--- src/sv/nlt_pkg.sv ---
// shared types and constants for the neighbor liveness table
package nlt_pkg;

  localparam int ADDR_W  = 32;
  localparam int TIME_W  = 32;
  localparam int ID_W    = 8;
  localparam int POS_W   = 8;
  localparam int ST_W    = 3;
  localparam int MS_W    = 20;
  localparam int SLOT_W  = 3;
  localparam int CNT_W   = 4;
  localparam int CFG_I_W = 2;

  typedef enum logic [1:0] {
    ACT_DISCOVER = 2'd0,
    ACT_STATUS   = 2'd1,
    ACT_TICK     = 2'd2,
    ACT_LOOKUP   = 2'd3
  } action_t;

  localparam logic [ST_W-1:0] ST_OK       = 3'd0;
  localparam logic [ST_W-1:0] ST_OFFLINE  = 3'd1;
  localparam logic [ST_W-1:0] ST_LAST     = 3'd5;

  localparam logic [CFG_I_W-1:0] CFG_OWN_ID    = 2'd0;
  localparam logic [CFG_I_W-1:0] CFG_TIMEOUT   = 2'd1;
  localparam logic [CFG_I_W-1:0] CFG_INTERVAL  = 2'd2;

  localparam logic [ID_W-1:0] OWN_ID_RST   = 8'd1;
  localparam logic [MS_W-1:0] TIMEOUT_RST  = 20'd15000;
  localparam logic [MS_W-1:0] INTERVAL_RST = 20'd5000;

  localparam logic [CNT_W-1:0] CNT_MAX = 4'd15;

  typedef struct packed {
    logic [ADDR_W-1:0] addr;
    logic [ID_W-1:0]   id;
    logic [POS_W-1:0]  pos;
    logic [ST_W-1:0]   state;
    logic [TIME_W-1:0] heard;
    logic              disc;
  } entry_t;

  typedef struct packed {
    logic              accepted;
    logic [SLOT_W-1:0] slot;
    logic              created;
    logic              send_reply;
    logic              state_changed;
    logic [ST_W-1:0]   previous_state;
    logic [CNT_W-1:0]  offline_count;
    logic              send_broadcast;
    logic              found;
    logic [ADDR_W-1:0] found_address;
    logic [ID_W-1:0]   found_id;
    logic [ST_W-1:0]   found_state;
  } result_t;

  typedef enum logic [2:0] {
    S_IDLE,
    S_SCAN,
    S_DRAIN,
    S_WRITE,
    S_DONE
  } ctl_state_t;

  typedef struct packed {
    logic load;
    logic rd_en;
    logic commit;
    logic publish;
  } ctl_cmd_t;

  typedef struct packed {
    logic echo_in;
    logic is_find;
    logic rd_last;
    logic out_free;
  } ctl_sts_t;

endpackage

--- src/sv/nlt_if.sv ---
// handshake channels for items and results
interface nlt_in_if;
  logic                       valid;
  logic                       ready;
  logic [1:0]                 action;
  logic [nlt_pkg::TIME_W-1:0] now_ms;
  logic [nlt_pkg::ADDR_W-1:0] peer_address;
  logic [nlt_pkg::ID_W-1:0]   peer_id;
  logic [nlt_pkg::POS_W-1:0]  peer_position;
  logic [nlt_pkg::ST_W-1:0]   peer_state;

  modport source (output valid, action, now_ms, peer_address, peer_id, peer_position,
                  peer_state, input ready);
  modport sink (input valid, action, now_ms, peer_address, peer_id, peer_position,
                peer_state, output ready);
endinterface

interface nlt_out_if;
  logic                       valid;
  logic                       ready;
  logic                       accepted;
  logic [nlt_pkg::SLOT_W-1:0] slot;
  logic                       created;
  logic                       send_reply;
  logic                       state_changed;
  logic [nlt_pkg::ST_W-1:0]   previous_state;
  logic [nlt_pkg::CNT_W-1:0]  offline_count;
  logic                       send_broadcast;
  logic                       found;
  logic [nlt_pkg::ADDR_W-1:0] found_address;
  logic [nlt_pkg::ID_W-1:0]   found_id;
  logic [nlt_pkg::ST_W-1:0]   found_state;

  modport source (output valid, accepted, slot, created, send_reply, state_changed,
                  previous_state, offline_count, send_broadcast, found, found_address,
                  found_id, found_state, input ready);
  modport sink (input valid, accepted, slot, created, send_reply, state_changed,
                previous_state, offline_count, send_broadcast, found, found_address,
                found_id, found_state, output ready);
endinterface

--- src/sv/neighbor_liveness_table_core.sv ---
// neighbor liveness table: top level joining sequencer and datapath
//
//   channel  dir  handshake        carries
//   req      in   valid/ready      action, now_ms, peer_address, peer_id, peer_position, peer_state
//   rsp      out  valid/ready      one result per item, fields unused by the action are zero
//   cfg      in   cfg_we           cfg_index selects own id, silence timeout, broadcast interval
//
// a discover or status item runs through the scan, drain and commit states before its result is
// published; a tick or lookup skips the commit, and an echo goes straight to publishing. the
// scan reads one entry of the entry ram per cycle.
// one item is in work at a time; the next transfer is taken once the result has moved
// to the output register, which holds it while rsp is stalled.
// synchronous reset empties the table and restores the register defaults at once.
module neighbor_liveness_table_core #(
  parameter int TABLE_SLOTS = 8
) (
  input  logic                        clk,
  input  logic                        rst,
  nlt_in_if.sink                      req,
  nlt_out_if.source                   rsp,
  input  logic                        cfg_we,
  input  logic [nlt_pkg::CFG_I_W-1:0] cfg_index,
  input  logic [nlt_pkg::MS_W-1:0]    cfg_data
);
  import nlt_pkg::*;

  ctl_cmd_t cmd;
  ctl_sts_t sts;
  result_t  res;

  nlt_ctrl u_ctrl (
    .clk      (clk),
    .rst      (rst),
    .in_valid (req.valid),
    .in_ready (req.ready),
    .sts      (sts),
    .cmd      (cmd)
  );

  nlt_dpath #(
    .TABLE_SLOTS (TABLE_SLOTS)
  ) u_dpath (
    .clk           (clk),
    .rst           (rst),
    .cmd           (cmd),
    .sts           (sts),
    .action        (req.action),
    .now_ms        (req.now_ms),
    .peer_address  (req.peer_address),
    .peer_id       (req.peer_id),
    .peer_position (req.peer_position),
    .peer_state    (req.peer_state),
    .cfg_we        (cfg_we),
    .cfg_index     (cfg_index),
    .cfg_data      (cfg_data),
    .out_valid     (rsp.valid),
    .out_ready     (rsp.ready),
    .res           (res)
  );

  assign rsp.accepted       = res.accepted;
  assign rsp.slot           = res.slot;
  assign rsp.created        = res.created;
  assign rsp.send_reply     = res.send_reply;
  assign rsp.state_changed  = res.state_changed;
  assign rsp.previous_state = res.previous_state;
  assign rsp.offline_count  = res.offline_count;
  assign rsp.send_broadcast = res.send_broadcast;
  assign rsp.found          = res.found;
  assign rsp.found_address  = res.found_address;
  assign rsp.found_id       = res.found_id;
  assign rsp.found_state    = res.found_state;

endmodule

--- src/sv/nlt_ram.sv ---
// generic single-write, single-read ram with registered read data
module nlt_ram #(
  parameter int WIDTH = 8,
  parameter int DEPTH = 8
) (
  input  logic                                  clk,
  input  logic                                  we,
  input  logic [(DEPTH > 1 ? $clog2(DEPTH) : 1)-1:0] waddr,
  input  logic [WIDTH-1:0]                      wdata,
  input  logic                                  re,
  input  logic [(DEPTH > 1 ? $clog2(DEPTH) : 1)-1:0] raddr,
  output logic [WIDTH-1:0]                      rdata
);

  logic [WIDTH-1:0] mem [DEPTH];

  always_ff @(posedge clk) begin
    if (we) begin
      mem[waddr] <= wdata;
    end
    if (re) begin
      rdata <= mem[raddr];
    end
  end

endmodule

--- src/sv/nlt_ctrl.sv ---
// sequencer: accept, scan the table, commit a discover or status, hand the result over; an echo skips to the hand-over
module nlt_ctrl (
  input  logic                clk,
  input  logic                rst,
  input  logic                in_valid,
  output logic                in_ready,
  input  nlt_pkg::ctl_sts_t   sts,
  output nlt_pkg::ctl_cmd_t   cmd
);
  import nlt_pkg::*;

  ctl_state_t state, state_next;

  always_ff @(posedge clk) begin
    if (rst) begin
      state <= S_IDLE;
    end else begin
      state <= state_next;
    end
  end

  always_comb begin
    state_next = state;
    unique case (state)
      S_IDLE: begin
        if (in_valid) begin
          state_next = sts.echo_in ? S_DONE : S_SCAN;
        end
      end
      S_SCAN: begin
        if (sts.rd_last) begin
          state_next = S_DRAIN;
        end
      end
      S_DRAIN: state_next = sts.is_find ? S_WRITE : S_DONE;
      S_WRITE: state_next = S_DONE;
      S_DONE: begin
        if (sts.out_free) begin
          state_next = S_IDLE;
        end
      end
      default: state_next = S_IDLE;
    endcase
  end

  always_comb begin
    in_ready    = 1'b0;
    cmd         = '0;
    unique case (state)
      S_IDLE: begin
        in_ready = 1'b1;
        cmd.load = in_valid;
      end
      S_SCAN:  cmd.rd_en   = 1'b1;
      S_DRAIN: cmd         = '0;
      S_WRITE: cmd.commit  = 1'b1;
      S_DONE:  cmd.publish = sts.out_free;
      default: cmd         = '0;
    endcase
  end

endmodule

--- src/sv/nlt_dpath.sv ---
// item registers, config, valid bits, entry ram, scan compare and output register
module nlt_dpath #(
  parameter int TABLE_SLOTS = 8
) (
  input  logic                          clk,
  input  logic                          rst,
  input  nlt_pkg::ctl_cmd_t             cmd,
  output nlt_pkg::ctl_sts_t             sts,
  input  logic [1:0]                    action,
  input  logic [nlt_pkg::TIME_W-1:0]    now_ms,
  input  logic [nlt_pkg::ADDR_W-1:0]    peer_address,
  input  logic [nlt_pkg::ID_W-1:0]      peer_id,
  input  logic [nlt_pkg::POS_W-1:0]     peer_position,
  input  logic [nlt_pkg::ST_W-1:0]      peer_state,
  input  logic                          cfg_we,
  input  logic [nlt_pkg::CFG_I_W-1:0]   cfg_index,
  input  logic [nlt_pkg::MS_W-1:0]      cfg_data,
  output logic                          out_valid,
  input  logic                          out_ready,
  output nlt_pkg::result_t              res
);
  import nlt_pkg::*;

  localparam int IDX_W = TABLE_SLOTS > 1 ? $clog2(TABLE_SLOTS) : 1;
  localparam int ENT_W = $bits(entry_t);

  // configuration
  logic [ID_W-1:0] own_id;
  logic [MS_W-1:0] timeout_ms;
  logic [MS_W-1:0] interval_ms;

  always_ff @(posedge clk) begin
    if (rst) begin
      own_id      <= OWN_ID_RST;
      timeout_ms  <= TIMEOUT_RST;
      interval_ms <= INTERVAL_RST;
    end else if (cfg_we) begin
      case (cfg_index)
        CFG_OWN_ID:   own_id      <= cfg_data[ID_W-1:0];
        CFG_TIMEOUT:  timeout_ms  <= cfg_data;
        CFG_INTERVAL: interval_ms <= cfg_data;
        default: ;
      endcase
    end
  end

  // latched item
  action_t           act;
  logic [TIME_W-1:0] now;
  logic [ADDR_W-1:0] addr;
  logic [ID_W-1:0]   id;
  logic [POS_W-1:0]  pos;
  logic [ST_W-1:0]   pst;
  logic              echo;

  logic echo_in;
  assign echo_in = ((action_t'(action) == ACT_DISCOVER) || (action_t'(action) == ACT_STATUS))
                   && (peer_id == own_id);

  always_ff @(posedge clk) begin
    if (cmd.load) begin
      act  <= action_t'(action);
      now  <= now_ms;
      addr <= peer_address;
      id   <= peer_id;
      pos  <= peer_position;
      pst  <= (peer_state > ST_LAST) ? ST_OFFLINE : peer_state;
      echo <= echo_in;
    end
  end

  // periodic broadcast, decided when a tick is taken
  logic              bc_started;
  logic [TIME_W-1:0] bc_last;
  logic              bc_due;
  logic [TIME_W-1:0] bc_elapsed;

  assign bc_elapsed = now_ms - bc_last;

  always_ff @(posedge clk) begin
    if (rst) begin
      bc_started <= 1'b0;
      bc_last    <= '0;
      bc_due     <= 1'b0;
    end else if (cmd.load) begin
      bc_due <= 1'b0;
      if (action_t'(action) == ACT_TICK) begin
        if (!bc_started || (bc_elapsed >= {{(TIME_W-MS_W){1'b0}}, interval_ms})) begin
          bc_started <= 1'b1;
          bc_last    <= now_ms;
          bc_due     <= 1'b1;
        end
      end
    end
  end

  // scan pipeline: a read is issued, and its entry is compared in the cycle after
  logic [IDX_W-1:0] rd_idx;
  logic [IDX_W-1:0] cmp_idx;
  logic             cmp_vld;
  logic [TABLE_SLOTS-1:0] vld;
  entry_t           rd_ent;
  logic [ENT_W-1:0] rd_data;

  assign rd_ent = entry_t'(rd_data);

  always_ff @(posedge clk) begin
    if (rst) begin
      cmp_vld <= 1'b0;
    end else begin
      cmp_vld <= cmd.rd_en;
    end
  end

  always_ff @(posedge clk) begin
    if (cmd.load) begin
      rd_idx <= '0;
    end else if (cmd.rd_en) begin
      rd_idx <= rd_idx + IDX_W'(1);
    end
    cmp_idx <= rd_idx;
  end

  logic              cur_valid;
  logic [TIME_W-1:0] silent;
  logic              goes_off;

  assign cur_valid = vld[cmp_idx];
  assign silent    = now - rd_ent.heard;
  assign goes_off  = cur_valid && rd_ent.disc && (rd_ent.state != ST_OFFLINE)
                     && (silent > {{(TIME_W-MS_W){1'b0}}, timeout_ms});

  // first match and first free slot
  logic              hit;
  logic [IDX_W-1:0]  hit_idx;
  logic [ST_W-1:0]   hit_state;
  logic              hit_disc;
  logic [ADDR_W-1:0] hit_addr;
  logic [ID_W-1:0]   hit_id;
  logic              free;
  logic [IDX_W-1:0]  free_idx;
  logic [CNT_W-1:0]  off_cnt;
  logic              key_match;

  always_comb begin
    key_match = 1'b0;
    case (act)
      ACT_DISCOVER, ACT_STATUS: key_match = cur_valid && (rd_ent.addr == addr);
      ACT_LOOKUP:               key_match = cur_valid && (rd_ent.pos == pos);
      default:                  key_match = 1'b0;
    endcase
  end

  always_ff @(posedge clk) begin
    if (cmd.load) begin
      hit     <= 1'b0;
      free    <= 1'b0;
      off_cnt <= '0;
    end else if (cmp_vld) begin
      if (key_match && !hit) begin
        hit       <= 1'b1;
        hit_idx   <= cmp_idx;
        hit_state <= rd_ent.state;
        hit_disc  <= rd_ent.disc;
        hit_addr  <= rd_ent.addr;
        hit_id    <= rd_ent.id;
      end
      if (!cur_valid && !free) begin
        free     <= 1'b1;
        free_idx <= cmp_idx;
      end
      if ((act == ACT_TICK) && goes_off && (off_cnt != CNT_MAX)) begin
        off_cnt <= off_cnt + CNT_W'(1);
      end
    end
  end

  // ram write: offline marking during a tick scan, or the find/create commit
  logic             we;
  logic [IDX_W-1:0] waddr;
  entry_t           wdata;
  logic             do_commit;

  assign do_commit = cmd.commit && (hit || free);

  always_comb begin
    we    = 1'b0;
    waddr = cmp_idx;
    wdata = rd_ent;
    if (cmp_vld && (act == ACT_TICK) && goes_off) begin
      we          = 1'b1;
      wdata.state = ST_OFFLINE;
    end else if (do_commit) begin
      we          = 1'b1;
      waddr       = hit ? hit_idx : free_idx;
      wdata.addr  = addr;
      wdata.id    = id;
      wdata.heard = now;
      if (act == ACT_DISCOVER) begin
        wdata.pos   = pos;
        wdata.state = ST_OK;
        wdata.disc  = 1'b1;
      end else begin
        wdata.pos   = id;
        wdata.state = pst;
        wdata.disc  = hit ? hit_disc : 1'b0;
      end
    end
  end

  always_ff @(posedge clk) begin
    if (rst) begin
      vld <= '0;
    end else if (do_commit && !hit) begin
      vld[free_idx] <= 1'b1;
    end
  end

  nlt_ram #(
    .WIDTH (ENT_W),
    .DEPTH (TABLE_SLOTS)
  ) u_ram (
    .clk   (clk),
    .we    (we),
    .waddr (waddr),
    .wdata (wdata),
    .re    (cmd.rd_en),
    .raddr (rd_idx),
    .rdata (rd_data)
  );

  // result assembly and output register
  logic              touched;
  logic [IDX_W-1:0]  touch_idx;
  logic [IDX_W+2:0]  touch_wide;
  logic [ST_W-1:0]   prev;
  result_t           res_next;

  assign touched    = hit || free;
  assign touch_idx  = hit ? hit_idx : free_idx;
  assign touch_wide = {3'b000, touch_idx};
  assign prev       = hit ? hit_state : ST_OK;

  always_comb begin
    res_next = '0;
    if (!echo) begin
      case (act)
        ACT_DISCOVER: begin
          res_next.send_reply = 1'b1;
          if (touched) begin
            res_next.accepted       = 1'b1;
            res_next.slot           = touch_wide[SLOT_W-1:0];
            res_next.created        = !hit;
            res_next.previous_state = prev;
          end
        end
        ACT_STATUS: begin
          if (touched) begin
            res_next.accepted       = 1'b1;
            res_next.slot           = touch_wide[SLOT_W-1:0];
            res_next.created        = !hit;
            res_next.previous_state = prev;
            res_next.state_changed  = (prev != pst);
          end
        end
        ACT_TICK: begin
          res_next.offline_count  = off_cnt;
          res_next.send_broadcast = bc_due;
        end
        default: begin
          if (hit) begin
            res_next.accepted      = 1'b1;
            res_next.slot          = touch_wide[SLOT_W-1:0];
            res_next.found         = 1'b1;
            res_next.found_address = hit_addr;
            res_next.found_id      = hit_id;
            res_next.found_state   = hit_state;
          end
        end
      endcase
    end
  end

  always_ff @(posedge clk) begin
    if (rst) begin
      out_valid <= 1'b0;
    end else if (cmd.publish) begin
      out_valid <= 1'b1;
    end else if (out_ready) begin
      out_valid <= 1'b0;
    end
  end

  always_ff @(posedge clk) begin
    if (cmd.publish) begin
      res <= res_next;
    end
  end

  assign sts.echo_in  = echo_in;
  assign sts.is_find  = (act == ACT_DISCOVER) || (act == ACT_STATUS);
  assign sts.rd_last  = (rd_idx == IDX_W'(TABLE_SLOTS - 1));
  assign sts.out_free = !out_valid || out_ready;

endmodule
--- src/flat_wrapper.sv ---
// flat-port wrapper written by rule: the top's interface ports become plain ports
module neighbor_liveness_table_core_flat import nlt_pkg::*;
#(
  parameter int TABLE_SLOTS = 8
)
  (clk, rst, cfg_we, cfg_index, cfg_data, req_valid, req_action, req_now_ms, req_peer_address, req_peer_id, req_peer_position, req_peer_state, req_ready, rsp_valid, rsp_accepted, rsp_slot, rsp_created, rsp_send_reply, rsp_state_changed, rsp_previous_state, rsp_offline_count, rsp_send_broadcast, rsp_found, rsp_found_address, rsp_found_id, rsp_found_state, rsp_ready);
  nlt_in_if req_i ();
  nlt_out_if rsp_i ();
  input  logic clk;
  input  logic rst;
  input  logic cfg_we;
  input  logic [nlt_pkg::CFG_I_W-1:0] cfg_index;
  input  logic [nlt_pkg::MS_W-1:0] cfg_data;
  input wire logic [$bits(req_i.valid)-1:0] req_valid;
  input wire logic [$bits(req_i.action)-1:0] req_action;
  input wire logic [$bits(req_i.now_ms)-1:0] req_now_ms;
  input wire logic [$bits(req_i.peer_address)-1:0] req_peer_address;
  input wire logic [$bits(req_i.peer_id)-1:0] req_peer_id;
  input wire logic [$bits(req_i.peer_position)-1:0] req_peer_position;
  input wire logic [$bits(req_i.peer_state)-1:0] req_peer_state;
  output wire logic [$bits(req_i.ready)-1:0] req_ready;
  output wire logic [$bits(rsp_i.valid)-1:0] rsp_valid;
  output wire logic [$bits(rsp_i.accepted)-1:0] rsp_accepted;
  output wire logic [$bits(rsp_i.slot)-1:0] rsp_slot;
  output wire logic [$bits(rsp_i.created)-1:0] rsp_created;
  output wire logic [$bits(rsp_i.send_reply)-1:0] rsp_send_reply;
  output wire logic [$bits(rsp_i.state_changed)-1:0] rsp_state_changed;
  output wire logic [$bits(rsp_i.previous_state)-1:0] rsp_previous_state;
  output wire logic [$bits(rsp_i.offline_count)-1:0] rsp_offline_count;
  output wire logic [$bits(rsp_i.send_broadcast)-1:0] rsp_send_broadcast;
  output wire logic [$bits(rsp_i.found)-1:0] rsp_found;
  output wire logic [$bits(rsp_i.found_address)-1:0] rsp_found_address;
  output wire logic [$bits(rsp_i.found_id)-1:0] rsp_found_id;
  output wire logic [$bits(rsp_i.found_state)-1:0] rsp_found_state;
  input wire logic [$bits(rsp_i.ready)-1:0] rsp_ready;
  assign req_i.valid = req_valid;
  assign req_i.action = req_action;
  assign req_i.now_ms = req_now_ms;
  assign req_i.peer_address = req_peer_address;
  assign req_i.peer_id = req_peer_id;
  assign req_i.peer_position = req_peer_position;
  assign req_i.peer_state = req_peer_state;
  assign req_ready = req_i.ready;
  assign rsp_valid = rsp_i.valid;
  assign rsp_accepted = rsp_i.accepted;
  assign rsp_slot = rsp_i.slot;
  assign rsp_created = rsp_i.created;
  assign rsp_send_reply = rsp_i.send_reply;
  assign rsp_state_changed = rsp_i.state_changed;
  assign rsp_previous_state = rsp_i.previous_state;
  assign rsp_offline_count = rsp_i.offline_count;
  assign rsp_send_broadcast = rsp_i.send_broadcast;
  assign rsp_found = rsp_i.found;
  assign rsp_found_address = rsp_i.found_address;
  assign rsp_found_id = rsp_i.found_id;
  assign rsp_found_state = rsp_i.found_state;
  assign rsp_i.ready = rsp_ready;
  neighbor_liveness_table_core #(.TABLE_SLOTS(TABLE_SLOTS)) u_core (.clk(clk), .rst(rst), .req(req_i), .rsp(rsp_i), .cfg_we(cfg_we), .cfg_index(cfg_index), .cfg_data(cfg_data));
endmodule
--- config.mk ---
export PLATFORM = sky130hd
export DESIGN_NAME = neighbor_liveness_table_core_flat
export DESIGN_NICKNAME = d
export VERILOG_FILES = /design/src/sv/nlt_pkg.sv /design/src/sv/nlt_if.sv /design/src/sv/neighbor_liveness_table_core.sv /design/src/sv/nlt_ram.sv /design/src/sv/nlt_ctrl.sv /design/src/sv/nlt_dpath.sv /design/src/flat_wrapper.sv
export SDC_FILE = /design/constraint.sdc
export NUM_CORES = 1
export LEC_CHECK = 0
export BUFFER_PORTS_ARGS = -buffer_cell sky130_fd_sc_hd__buf_2
export CELL_PAD_IN_SITES_DETAIL_PLACEMENT = 1
export CELL_PAD_IN_SITES_GLOBAL_PLACEMENT = 2
export CORE_MARGIN = 2
export CORE_UTILIZATION = 40
export CTS_CLUSTER_SIZE = 24
export DETAILED_ROUTE_END_ITERATION = 16
export GPL_ROUTABILITY_DRIVEN = 0
export PLACE_DENSITY_LB_ADDON = 0.1
export RECOVER_POWER = 25
export SLEW_MARGIN = 10
export SYNTH_ARGS = -nofsm -noshare
export SYNTH_HDL_FRONTEND = slang
export SYNTH_HIERARCHICAL = 1
export SYNTH_SLANG_ARGS = --single-unit
--- constraint.sdc ---
create_clock -name clk -period 12 [get_ports clk]
set_input_delay 0.6 -clock clk [delete_from_list [all_inputs] [get_ports clk]]
set_output_delay 0.6 -clock clk [all_outputs]
set_load 0.005 [all_outputs]
==> run summary <==
Fin area: 51300 sq um
Largest net degree at the start of global routing: 73
Area leader, netlist: edfxtp_1
Yosys warns: 6
Yosys top cell area share: 63.3%
Layer with the highest usage: met2
Die X: 340 microns
Vias in the first global route: 26600
Data arrival, critical path: 8.49 ns
Met3 GRT Util: 3.08%
Vias per cell: 5.34
Global-route wire length before repair: 173000 microns
Layout cells sized above 1: 21.6%
Dpl ws: 3.79 ns
Core footprint: 112000 sq um
MaxCap Viol Count: 8
Synth area leaders: edfxtp_1, mux4_2, dfxtp_1
CP Class: reg2reg
Skew final: 0.0492 ns
Number of synthesized flops with an enable pin: 951
Total power: 9.07 mW
Max-slew headroom: -190%
Num rows: 123
Leak: 17.1 nW
Post-synthesis sequential area ratio: 68.0%
DRT antenna net count: 0
Setup slack, reg-to-reg: 3.84 ns
CP max FO: 47
Most common cell in the netlist: edfxtp_1
Final Setup Violations: 0
RSZ-0062 raised after global routing: false
Reg-to-Reg End: u_core/u_dpath/u_ram/mem[0][8]$_DFFE_PP_
Yosys reg bits: 1058
First DRT Iteration DRCs: 1589
Via count: 24200
Bufs on Longest Clock Path: 3
Clock Latency Late Sink: 0.72 ns
Crit path buf inv count: 4
Worst VDD drop: 0.000114 V
Fin. Hold Viols: 0
Crit path to: u_core/u_dpath/u_ram/mem[0][8]$_DFFE_PP_
Crit. End Element: register
R2R depth: 25
Max Fclk: 123 MHz
Post-CTS setup buffers: 0
Worst reg2reg startpoint: u_core/u_dpath/now[0]$_DFFE_PP_
Post-CTS sizing: 0
Least-Margin Pin Slew: 4.35 ns
Most common library cells after synthesis: edfxtp_1, nand2_1, mux4_2, inv_1, a21oi_1
DRC viols: 0
CTS tree: yes
Mapped Area: 45100 sq um
Port bufs: 172
Final period utilization: 68.0%
H-tree depth: 3
Worst hold path type: in2reg
Initial antenna violation count: 1
Main synth FF type: edfxtp_1
Post-route setup slack: 3.84 ns
Tot GR Track Use: 19.9%
Area grow syn2layout: 13.6%
Distinct cell type count of the synthesized netlist: 81
Area after DPL: 47600 sq um
Delay of the slowest critical-path stage: 0.86 ns
I/O pins: 173
DRT Pass-1 Iters: 5
Minimum clock period: 8.16 ns
DP Wirelength: 74600 microns
Die Ht: 340 microns
CP startpoint kind: register
Die area: 116000 sq um
Result of the run: finished, violations left
Avg Cell Area, Syn: 16.6 sq um
Launch point of the worst path: u_core/u_dpath/now[0]$_DFFE_PP_
Clock sinks: 1058
M2 GR Usage: 34.1%
Setup TNS Final: 0 ns
Clock root cell: clkbuf_16
Starting Density: 40.2%
Mapped Nets: 2934
Met1 Usage GRT: 26.5%
Final Max Slew Viols: 382
Crit-path leading delay family: compound AO/OA/AOI/OAI gates
CP Data Required Time: 12.33 ns
Levels on crit path: 25
Total power per unit cell area: 177 nW/um^2
Sequential Area: 30700 sq um
Slowest cell on the critical path: a2111oi_0
Routed WL: 114000 microns
Multi-input logic area: 13400 sq um
Hold WS: 0.0606 ns
Synth async-reset ratio: 0%
Synth Instances: 2715
Total global routing overflow: 0
Cts bufs inserted: 112
Fillcell total: 10900
CTS clk-pin slew, worst paths: 0.06 ns
WL per Instance: 25.2 microns
Nets: 3154
Failing checks: max-capacitance violations, max-slew violations
## metrics by stage
| step | utilization [%] | std cells |
|---|---|---|
| after global routing | 45.7 | 4532 |
| after detailed placement | 42.4 | 4318 |
| final | 45.7 | 4533 |
| after floorplan | - | 2715 |
| after CTS | 45.9 | 4532 |
| after global placement | 42.4 | 4318 |
## layout make-up
type                            instances  area share [%]
Tap cell                             1500            3.66
Timing Repair Buffer                  210            2.01
Clock inverter                         77            1.77
Sequential cell                      1058            59.9
Inverter                              124           0.907
Clock buffer                          134            5.74
Multi-Input combinational cell       1429            26.0
Antenna cell                            1         0.00488
## cell families (layout without fill, tap and decap cells)
group / count (synthesis) / after routing / synth area share, %
flip-flops: 1058 / 1058 / 68.0
buffers and inverters: 228 / 545 / 2.55
XOR/XNOR: 91 / 91 / 1.77
AND/OR/NAND/NOR: 517 / 517 / 5.50
adder cells (fa/ha/maj): 107 / 107 / 3.00
other: 0 / 1 / 0
AO/OA/AOI/OAI: 317 / 317 / 4.59
multiplexers: 397 / 397 / 14.6
## cell usage in the layout, fill, tap and decap left out, types with 62 or more instances in the layout
cell type / instances
mux2_4: 70
edfxtp_1: 951
mux4_2: 170
xnor2_1: 62
nand2_1: 213
clkbuf_16: 112
ha_1: 105
buf_2: 82
dfxtp_1: 105
a21oi_1: 111
inv_1: 123
nor2_1: 83
mux2_2: 96
clkbuf_1: 110
## registers in the layout (all words and copies together) (netlist names), 4 cells and up
signal,flops
u_core/u_dpath/hit_addr,32
u_core/u_dpath/bc_last,32
u_core/u_dpath/timeout_ms,20
u_core/u_dpath/id,8
u_core/u_dpath/pos,8
u_core/u_dpath/now,32
u_core/u_dpath/res,59
u_core/u_dpath/off_cnt,4
u_core/u_dpath/own_id,8
u_core/u_dpath/vld,8
u_core/u_dpath/hit_id,8
u_core/u_dpath/interval_ms,20
u_core/u_dpath/addr,32
u_core/u_dpath/u_ram/rdata,84
u_core/u_dpath/u_ram/mem,672
## timing repair
action,CTS,global route
endpoints found under the hold margin,3,0
setup endpoints to repair,0,0
hold buffers,3,0
## how the worst min path moves through the flow
stage | start | endpoint | cells after the start
2_1_floorplan | u_core/u_dpath/rd_idx[2]$_SDFFE_PP0P_ | u_core/u_dpath/cmp_idx[2]$_DFF_P_ | 0
3_3_place_gp | u_core/u_dpath/bc_last[28]$_SDFFE_PP0P_ | u_core/u_dpath/bc_last[28]$_SDFFE_PP0P_ | 2
3_5_place_dp | u_core/u_dpath/interval_ms[14]$_SDFFE_PP0P_ | u_core/u_dpath/interval_ms[14]$_SDFFE_PP0P_ | 2
4_1_cts | req_peer_address[30] | u_core/u_dpath/addr[30]$_DFFE_PP_ | 1
5_1_grt | req_peer_address[21] | u_core/u_dpath/addr[21]$_DFFE_PP_ | 1
6_report | req_peer_address[30] | u_core/u_dpath/addr[30]$_DFFE_PP_ | 1
## worst register-to-register path, stage by stage (launching register included)
cell and delay, ns:
edfxtp_1 0.38, inv_1 0.07, ha_1 0.15, inv_1 0.05, fa_1 0.43, a21oi_2 0.19
o22ai_2 0.14, and4_1 0.24, o21ai_0 0.33, nand2_1 0.11, xor2_1 0.17, ha_1 0.20
a21o_1 0.19, a21o_1 0.17, a21oi_1 0.18, nor4bb_1 0.27, o21ai_0 0.14, a211o_1 0.31
a2111oi_0 0.86, and4_1 0.64, o21ai_4 0.28, mux2_1 0.41, nand2b_1 0.31, nor3_2 0.19
buf_4 0.67, buf_4 0.70
## routing by layer
metal | wire length (microns) | vias up | share of wire, %
li1 | - | 11000 | -
met1 | 50300 | 12700 | 44
met2 | 57000 | 414 | 50
met3 | 4100 | 150 | 3.6
met4 | 2810 | 0 | 2.5
met5 | 0 | - | 0
## power by group
group | switching, mW | internal, mW | leakage [nW]
logic | 0.636 | 0.549 | 5.64
registers | 0.112 | 4.20 | 9.55
clock network | 1.50 | 2.09 | 1.87
(Power assumes the default switching activity.)
